==> config.mk <==
export PLATFORM = sky130hd
export DESIGN_NAME = hid_keyboard_report_differ
export DESIGN_NICKNAME = d
export VERILOG_FILES = /design/src/hw/rtl/hkrd_pkg.sv /design/src/hw/rtl/hid_keyboard_report_differ.sv /design/src/hw/rtl/hkrd_match.sv
export VERILOG_INCLUDE_DIRS = /design/src /design/src/hw/rtl
export SDC_FILE = /design/constraint.sdc
export NUM_CORES = 1
export LEC_CHECK = 0
export ABC_CLOCK_PERIOD_IN_PS = 4600
export BUFFER_PORTS_ARGS = -buffer_cell sky130_fd_sc_hd__buf_2
export CORE_MARGIN = 2
export CORE_UTILIZATION = 58
export DETAILED_ROUTE_END_ITERATION = 16
export PLACE_DENSITY = 0.82
export SYNTH_ARGS = -nofsm -noshare
export SYNTH_HDL_FRONTEND = slang
export SYNTH_SLANG_ARGS = --single-unit
==> constraint.sdc <==
create_clock -name clk -period 4.6 [get_ports clk]
set_input_delay 0.69 -clock clk [delete_from_list [all_inputs] [get_ports clk]]
set_output_delay 0.69 -clock clk [all_outputs]
set_load 0.1 [all_outputs]
==> src/hw/rtl/assert_macros.svh <==
// assertion macros used by the report differ top level
// expects clk and rst_n in the scope of each use
`ifndef ASSERT_MACROS_SVH
`define ASSERT_MACROS_SVH

// plain clocked property, disabled during reset
`define ASSERT_CLK(label, prop, msg) \
    label: assert property (@(posedge clk) disable iff (!rst_n) prop) else $error(msg);

// overlapping implication, disabled during reset
`define ASSERT_IMPL(label, ante, cons, msg) \
    label: assert property (@(posedge clk) disable iff (!rst_n) (ante) |-> (cons)) else $error(msg);

`endif

==> src/hw/rtl/hkrd_pkg.sv <==
// shared types and constants of the keyboard report differ
// no dependencies
`timescale 1ns / 1ps

package hkrd_pkg;

    localparam int KEY_SLOTS_DEF = 6;
    localparam int CODE_WIDTH    = 8;

    localparam logic [CODE_WIDTH-1:0] CODE_NONE        = 8'h00;
    localparam logic [CODE_WIDTH-1:0] CODE_NEVER_MATCH = 8'h01;
    localparam logic [CODE_WIDTH-1:0] CODE_CAPS        = 8'h39;
    localparam logic [CODE_WIDTH-1:0] CODE_NUM         = 8'h53;
    localparam logic [CODE_WIDTH-1:0] CODE_SCROLL      = 8'h47;

    typedef enum logic [1:0] {
        KIND_MOD  = 2'd0,
        KIND_DOWN = 2'd1,
        KIND_UP   = 2'd2
    } kind_t;

    typedef enum logic [1:0] {
        ST_IDLE,
        ST_SCAN,
        ST_EMIT
    } state_t;

endpackage

==> src/hw/rtl/hid_keyboard_report_differ.sv <==
// top level of the boot keyboard report differ: sequencer, report store, output register
// depends on hkrd_pkg, hkrd_match and assert_macros.svh
`timescale 1ns / 1ps
`include "assert_macros.svh"

// Takes one boot keyboard report per transaction (modifier byte and KEY_SLOTS key codes)
// and turns its difference to the previous report into a run of event transactions:
// a modifier change first if the byte changed, then per slot in order a key down for a
// new code and a key up for a code that went away; m_tlast marks the final event of the
// report, and a report equal to the previous one gives no events unless a slot holds code
// 8'h01, which never matches. A single 8-bit code comparator does all key matching, one
// compare per cycle; s_tready stays low while a report is matched and its events are output,
// until the output pass has gone through every event position of the report.
// Lock keys toggle their lock bits as they are pressed, a caps lock press that turns the lock
// off is reported as a key up, and caps lock releases are never reported. The event kind
// travels on m_tuser.
module hid_keyboard_report_differ
#(
    parameter int KEY_SLOTS = hkrd_pkg::KEY_SLOTS_DEF
)
(
    input  logic                                        clk,
    input  logic                                        rst_n,
    input  logic                                        s_tvalid,
    output logic                                        s_tready,
    // modifiers, key_slot_0 .. key_slot_(KEY_SLOTS-1), 8 bits each
    input  logic [(KEY_SLOTS+1)*hkrd_pkg::CODE_WIDTH-1:0] s_tdata,
    output logic                                        m_tvalid,
    input  logic                                        m_tready,
    // current_modifiers[7:0], earlier_modifiers[15:8], key_code[23:16],
    // caps_lock_on[24], num_lock_on[25], scroll_lock_on[26], zero fill
    output logic [31:0]                                 m_tdata,
    // event_kind[1:0]
    output logic [1:0]                                  m_tuser,
    // last_event
    output logic                                        m_tlast
);

    localparam int CW = hkrd_pkg::CODE_WIDTH;
    localparam int IW = (KEY_SLOTS > 1) ? $clog2(KEY_SLOTS) : 1;
    // event positions: modifier event, then a down and an up place per slot
    localparam int NE = 2 * KEY_SLOTS + 1;
    localparam int PW = $clog2(NE + 1);

    // sequencer
    hkrd_pkg::state_t state_reg, state_next;
    logic [IW-1:0] slot_reg, slot_next;
    logic [IW-1:0] idx_reg, idx_next;
    logic          side_reg, side_next;   // 0 held search, 1 kept search
    logic [PW-1:0] pos_reg, pos_next;

    // report store
    logic [CW-1:0] cur_mod_reg;
    logic [CW-1:0] cur_key_reg [KEY_SLOTS];
    logic [CW-1:0] prior_mod_reg, prior_mod_next;
    logic [CW-1:0] prior_key_reg [KEY_SLOTS];
    logic          commit;
    logic [KEY_SLOTS-1:0] held_reg, held_next;
    logic [KEY_SLOTS-1:0] kept_reg, kept_next;

    // lock bits
    logic caps_reg, caps_next;
    logic num_reg, num_next;
    logic scroll_reg, scroll_next;

    // output register
    logic                m_tvalid_reg, m_tvalid_next;
    hkrd_pkg::kind_t     out_kind_reg, out_kind_next;
    logic [CW-1:0]       out_cur_reg, out_earlier_reg;
    logic [CW-1:0]       out_code_reg, out_code_next;
    logic                out_caps_reg, out_num_reg, out_scroll_reg;
    logic                out_last_reg, out_last_next;
    logic                out_load;

    // shared comparator
    logic [CW-1:0] cmp_a, cmp_b;
    logic          cmp_hit;

    // event bookkeeping
    logic [NE-1:0] evt_vec;
    logic [NE-1:0] evt_rest;
    logic [PW-1:0] pos_m1;
    logic [IW-1:0] evt_slot;
    logic          in_accept;

    assign in_accept = s_tvalid && s_tready;
    assign s_tready  = (state_reg == hkrd_pkg::ST_IDLE);

    // held: current code of a slot against all prior codes
    // kept: prior code of a slot against all current codes
    assign cmp_a = side_reg ? prior_key_reg[slot_reg] : cur_key_reg[slot_reg];
    assign cmp_b = side_reg ? cur_key_reg[idx_reg]   : prior_key_reg[idx_reg];

    hkrd_match u_match
    (
        .code_a (cmp_a),
        .code_b (cmp_b),
        .hit    (cmp_hit)
    );

    // which event positions produce a transaction for this report
    always_comb
    begin
        evt_vec[0] = (cur_mod_reg != prior_mod_reg);
        for (int i = 0; i < KEY_SLOTS; i++)
        begin
            evt_vec[2*i+1] = !held_reg[i];
            evt_vec[2*i+2] = !kept_reg[i] && (prior_key_reg[i] != hkrd_pkg::CODE_CAPS);
        end
    end

    assign evt_rest = evt_vec >> pos_reg;
    assign pos_m1   = pos_reg - PW'(1);
    assign evt_slot = IW'(pos_m1 >> 1);

    // next state and outputs
    always_comb
    begin
        state_next     = state_reg;
        slot_next      = slot_reg;
        idx_next       = idx_reg;
        side_next      = side_reg;
        pos_next       = pos_reg;
        held_next      = held_reg;
        kept_next      = kept_reg;
        prior_mod_next = prior_mod_reg;
        commit         = 1'b0;
        caps_next      = caps_reg;
        num_next       = num_reg;
        scroll_next    = scroll_reg;
        out_load       = 1'b0;
        out_kind_next  = out_kind_reg;
        out_code_next  = out_code_reg;
        out_last_next  = out_last_reg;

        unique case (state_reg)
            hkrd_pkg::ST_IDLE:
            begin
                if (in_accept)
                begin
                    state_next = hkrd_pkg::ST_SCAN;
                    slot_next  = '0;
                    idx_next   = '0;
                    side_next  = 1'b0;
                    held_next  = '0;
                    kept_next  = '0;
                end
            end

            hkrd_pkg::ST_SCAN:
            begin
                if (cmp_hit)
                begin
                    if (side_reg)
                        kept_next[slot_reg] = 1'b1;
                    else
                        held_next[slot_reg] = 1'b1;
                end
                if (idx_reg == IW'(KEY_SLOTS - 1))
                begin
                    idx_next  = '0;
                    side_next = !side_reg;
                    if (side_reg)
                    begin
                        if (slot_reg == IW'(KEY_SLOTS - 1))
                        begin
                            state_next = hkrd_pkg::ST_EMIT;
                            pos_next   = '0;
                        end
                        else
                        begin
                            slot_next = slot_reg + IW'(1);
                        end
                    end
                end
                else
                begin
                    idx_next = idx_reg + IW'(1);
                end
            end

            hkrd_pkg::ST_EMIT:
            begin
                if (!evt_vec[pos_reg] || !m_tvalid_reg || m_tready)
                begin
                    if (evt_vec[pos_reg])
                    begin
                        out_load      = 1'b1;
                        out_last_next = !(|evt_rest[NE-1:1]);
                        if (pos_reg == '0)
                        begin
                            out_kind_next = hkrd_pkg::KIND_MOD;
                            out_code_next = hkrd_pkg::CODE_NONE;
                        end
                        else if (!pos_m1[0])
                        begin
                            out_code_next = cur_key_reg[evt_slot];
                            out_kind_next = hkrd_pkg::KIND_DOWN;
                            if (cur_key_reg[evt_slot] == hkrd_pkg::CODE_CAPS)
                            begin
                                caps_next     = !caps_reg;
                                // caps press reports the new lock state
                                out_kind_next = caps_reg ? hkrd_pkg::KIND_UP
                                                         : hkrd_pkg::KIND_DOWN;
                            end
                            else if (cur_key_reg[evt_slot] == hkrd_pkg::CODE_NUM)
                                num_next = !num_reg;
                            else if (cur_key_reg[evt_slot] == hkrd_pkg::CODE_SCROLL)
                                scroll_next = !scroll_reg;
                        end
                        else
                        begin
                            out_kind_next = hkrd_pkg::KIND_UP;
                            out_code_next = prior_key_reg[evt_slot];
                        end
                    end
                    if (pos_reg == PW'(NE - 1))
                    begin
                        state_next     = hkrd_pkg::ST_IDLE;
                        prior_mod_next = cur_mod_reg;
                        commit         = 1'b1;
                    end
                    else
                    begin
                        pos_next = pos_reg + PW'(1);
                    end
                end
            end

            default:
            begin
                state_next = hkrd_pkg::ST_IDLE;
            end
        endcase

        if (out_load)
            m_tvalid_next = 1'b1;
        else if (m_tready)
            m_tvalid_next = 1'b0;
        else
            m_tvalid_next = m_tvalid_reg;
    end

    // control and reset-defined state
    always_ff @(posedge clk or negedge rst_n)
    begin
        if (!rst_n)
        begin
            state_reg     <= hkrd_pkg::ST_IDLE;
            slot_reg      <= '0;
            idx_reg       <= '0;
            side_reg      <= 1'b0;
            pos_reg       <= '0;
            held_reg      <= '0;
            kept_reg      <= '0;
            prior_mod_reg <= '0;
            caps_reg      <= 1'b0;
            num_reg       <= 1'b0;
            scroll_reg    <= 1'b0;
            m_tvalid_reg  <= 1'b0;
            for (int i = 0; i < KEY_SLOTS; i++)
                prior_key_reg[i] <= '0;
        end
        else
        begin
            state_reg     <= state_next;
            slot_reg      <= slot_next;
            idx_reg       <= idx_next;
            side_reg      <= side_next;
            pos_reg       <= pos_next;
            held_reg      <= held_next;
            kept_reg      <= kept_next;
            prior_mod_reg <= prior_mod_next;
            caps_reg      <= caps_next;
            num_reg       <= num_next;
            scroll_reg    <= scroll_next;
            m_tvalid_reg  <= m_tvalid_next;
            if (commit)
            begin
                for (int i = 0; i < KEY_SLOTS; i++)
                    prior_key_reg[i] <= cur_key_reg[i];
            end
        end
    end

    // payload registers
    always_ff @(posedge clk)
    begin
        if (in_accept)
        begin
            cur_mod_reg <= s_tdata[CW-1:0];
            for (int i = 0; i < KEY_SLOTS; i++)
                cur_key_reg[i] <= s_tdata[CW*(i+1) +: CW];
        end
        if (out_load)
        begin
            out_kind_reg    <= out_kind_next;
            out_cur_reg     <= cur_mod_reg;
            out_earlier_reg <= prior_mod_reg;
            out_code_reg    <= out_code_next;
            out_caps_reg    <= caps_next;
            out_num_reg     <= num_next;
            out_scroll_reg  <= scroll_next;
            out_last_reg    <= out_last_next;
        end
    end

    assign m_tvalid = m_tvalid_reg;
    assign m_tlast  = out_last_reg;
    assign m_tuser  = out_kind_reg;
    assign m_tdata  = {5'b00000, out_scroll_reg, out_num_reg, out_caps_reg, out_code_reg,
                       out_earlier_reg, out_cur_reg};

    // a report transaction always starts the matching pass
    `ASSERT_CLK(a_accept_starts_scan, (in_accept |=> state_reg == hkrd_pkg::ST_SCAN), "accepted report did not start matching")
    // modifier events never carry a key code
    `ASSERT_IMPL(a_mod_event_no_code, m_tvalid_reg && out_kind_reg == hkrd_pkg::KIND_MOD, out_code_reg == hkrd_pkg::CODE_NONE, "modifier event with key code")
    // the caps lock bit only moves together with an event load
    `ASSERT_CLK(a_caps_with_load, ((caps_reg != $past(caps_reg)) |-> $past(out_load)), "caps lock toggled without an event")
    // no event is loaded outside the output pass
    `ASSERT_IMPL(a_load_in_emit, out_load, state_reg == hkrd_pkg::ST_EMIT, "event loaded outside output pass")

endmodule

==> src/hw/rtl/hkrd_match.sv <==
// shared code comparator of the report differ
// depends on hkrd_pkg
`timescale 1ns / 1ps

module hkrd_match
(
    input  logic [hkrd_pkg::CODE_WIDTH-1:0] code_a,
    input  logic [hkrd_pkg::CODE_WIDTH-1:0] code_b,
    output logic                            hit
);

    // code one is never reported as matched
    assign hit = (code_a == code_b) && (code_a != hkrd_pkg::CODE_NEVER_MATCH);

endmodule
==> results.json <==
{
  "crit_path_end_kind": "flop",
  "fp.coreArea_um2": 15800,
  "grt_max_degree": 50,
  "synthAdderAreaFrac_pct": 0.803,
  "place.gp.congestion": 1.01,
  "antenna_found_initial": 0,
  "diodes": 0,
  "min_period_over_period_pct": 82.8,
  "cts_max_path_buffers": 2,
  "synth_compound_area_share_pct": 12.1,
  "maxCapViolations": 0,
  "totalWireLength_mm": 26.0,
  "netlist.area_leader.share_pct": 27.6,
  "whs_ns": 0.232,
  "wl_per_cell_um": 24.5,
  "worstPathMaxFanout": 14,
  "worst_pin_slew_ns": 1.11,
  "cts_made_buffers": 17,
  "max_freq_ghz": 0.262,
  "dr.pass1.iters": 5,
  "synthSimpleGateAreaFrac_pct": 8.76,
  "skew_ns": 0.00771,
  "synth_cell_types": 67,
  "avgSynthCellArea_um2": 12.4,
  "ys_top_cells_by_area": "edfxtp_1 28%, dfrtp_1 23%, mux2_2 8.6%",
  "cts_tree": "built",
  "yosys_warnings": 0,
  "async_reset_ff_share_pct": 49.7,
  "crit_path_start_kind": "flop",
  "crit_required_ns": 4.79,
  "period_needed_ns": 3.81,
  "grt_pass1_vias": 6966,
  "via_count": 7147,
  "io_buffer_count": 91,
  "synth_edf_count": 86,
  "rsz0062_at_grt": "no",
  "grt_remaining_overflow": 0,
  "synth_area_um2": 9350,
  "grt_pass1_wl_mm": 39.9,
  "num-nets-final": 899,
  "dieArea_um2": 17200,
  "fin_setup_tns_ns": 0,
  "maxSlewViolCount": 0,
  "power.leakage_nw": 4.29,
  "drt_iter0_markers": 700,
  "synth_mux_area_share_pct": 22.0,
  "std_cell_rows": 46,
  "ctsResizeCount": 0,
  "die-width_um": 131,
  "syn_inst": 752,
  "final_common_cell": "buf_2",
  "drive_gt1_share_pct": 31.3,
  "power.total_mw": 7.85,
  "yosysSeqAreaShare_pct": 50.4,
  "clk_latency_ns": 0.44,
  "grt.total_usage_pct": 31.7,
  "syn_to_final_growth_pct": 13.8,
  "arrival_ns": 4.00,
  "cts_setup_buffers": 0,
  "synth_xor_area_share_pct": 1.97,
  "hold_violations": 0,
  "htree_levels": 4,
  "outcome": "complete, no violations",
  "drcViolationCount": 0,
  "synth_ff_type": "edfxtp_1",
  "synth-seq-cells": 171,
  "fin_ws_ns": 0.789,
  "power_density_nw_per_um2": 738,
  "setup_viol": 0,
  "start_util_pct": 59.1,
  "place_ws_ns": 0.902,
  "cts_hold_buf": 0,
  "cts_sinks": 171,
  "slew_headroom_pct": 25.8,
  "path_clk_slew_ns": 0.08,
  "most-common-layout-cells": "90 x buf_2, 86 x edfxtp_1, 85 x dfrtp_1",
  "antenna_left": 0,
  "root_buffer": "clkbuf_16",
  "vdd_drop_max_v": 0.000459,
  "synth_top_area_cell": "edfxtp_1",
  "die_h_um": 131,
  "worst-setup-path-type": "reg -> reg",
  "dp_hpwl_mm": 19.0,
  "hold_path_class": "in -> async",
  "synth_top_family_by_area": "multiplexers",
  "vias_per_cell": 6.73,
  "ios": 97
}
==> final timing paths <==
path / from / to / slack (ns) / cells after the start
min in group clk: s_tdata[4] / cur_mod_reg[4] / 0.42 / 1
worst max register to register: pos_reg[1] / out_caps_reg / 0.79 / 10
worst max-delay path: pos_reg[1] / out_caps_reg / 0.79 / 10
worst min register to register: scroll_reg / scroll_reg / 0.49 / 1
worst min-delay path: rst_n / prior_mod_reg[4] / 0.23 / 1
max in group asynchronous: rst_n / prior_key_reg[38] / 3.35 / 2
==> cells by family after synthesis <==
kind of cell | count (synthesis)
compound gates | 166
fa+ha+maj | 6
buf+inv | 72
other cells | 1
simple gates | 154
mux | 161
flops | 171
xor+xnor | 21
==> layout make-up <==
type                            count  area [um2]
Multi-Input combinational cell    513        4300
Sequential cell                   171        4710
Inverter                           13        48.8
Clock inverter                     15         219
Fill cell                        1160        5190
Clock buffer                       17         425
Timing Repair Buffer              117         666
Tap cell                          216         270
==> metrics by stage <==
stage | util [%] | instances | cell area, um2
final | 67.2 | 1062 | 10600
after global routing | 67.2 | 1062 | 10600
after CTS | 67.2 | 1062 | 10600
after detailed placement | 63.2 | 1030 | 10000
after global placement | 63.2 | 1030 | 10000
after floorplan | - | 756 | 9370
==> critical path, stage by stage, from the launching register on <==
cell and delay [ns]:
dfrtp_1 0.61, inv_1 0.11, ha_1 0.25, xnor2_2 0.60, mux4_2 0.42, a21oi_1 0.21, nand2b_1 0.09, nand3b_1 0.19
nor4_1 0.47, ha_1 0.32, mux2_2 0.27
==> cell usage after synthesis, types with 3 or more instances <==
| library cell | count |
|---|---|
| edfxtp_1 | 86 |
| dfrtp_1 | 85 |
| mux2_2 | 71 |
| mux2i_1 | 61 |
| a21oi_1 | 37 |
| nand2_1 | 36 |
| nor2_1 | 36 |
| o21ai_0 | 36 |
| mux4_2 | 28 |
| nor3_1 | 23 |
| clkbuf_1 | 21 |
| a211oi_1 | 19 |
| buf_4 | 17 |
| buf_2 | 12 |
| xor2_1 | 12 |
| a31oi_1 | 10 |
| a32o_1 | 10 |
| xnor2_1 | 9 |
| a22oi_1 | 8 |
| inv_1 | 8 |
| nand2b_1 | 8 |
| nand3_1 | 8 |
| nor2b_1 | 8 |
| o211ai_1 | 8 |
| buf_1 | 6 |
| ha_1 | 6 |
| nor4b_1 | 6 |
| and4b_1 | 5 |
| o22ai_1 | 5 |
| a22o_1 | 4 |
| a31o_2 | 4 |
| clkinv_1 | 4 |
| nand4_1 | 4 |
| or3_1 | 4 |
| and2_1 | 3 |
| buf_6 | 3 |
| nand3b_1 | 3 |
| nor3b_1 | 3 |
| nor4_1 | 3 |
==> layer usage <==
layer / track usage (%) / share of wire [%]
met1: 43.2 / 40
met2: 50.8 / 48
met3: 5.90 / 9.1
met4: 12.1 / 3.7
met5: 0 / 0
==> power by group <==
group / internal [mW] / switching (mW)
Combinational: 1.29 / 2.26
Sequential: 2.15 / 0.608
Clock: 0.844 / 0.701
Total: 4.28 / 3.57
Note: power is estimated with default switching activity, not from simulation.
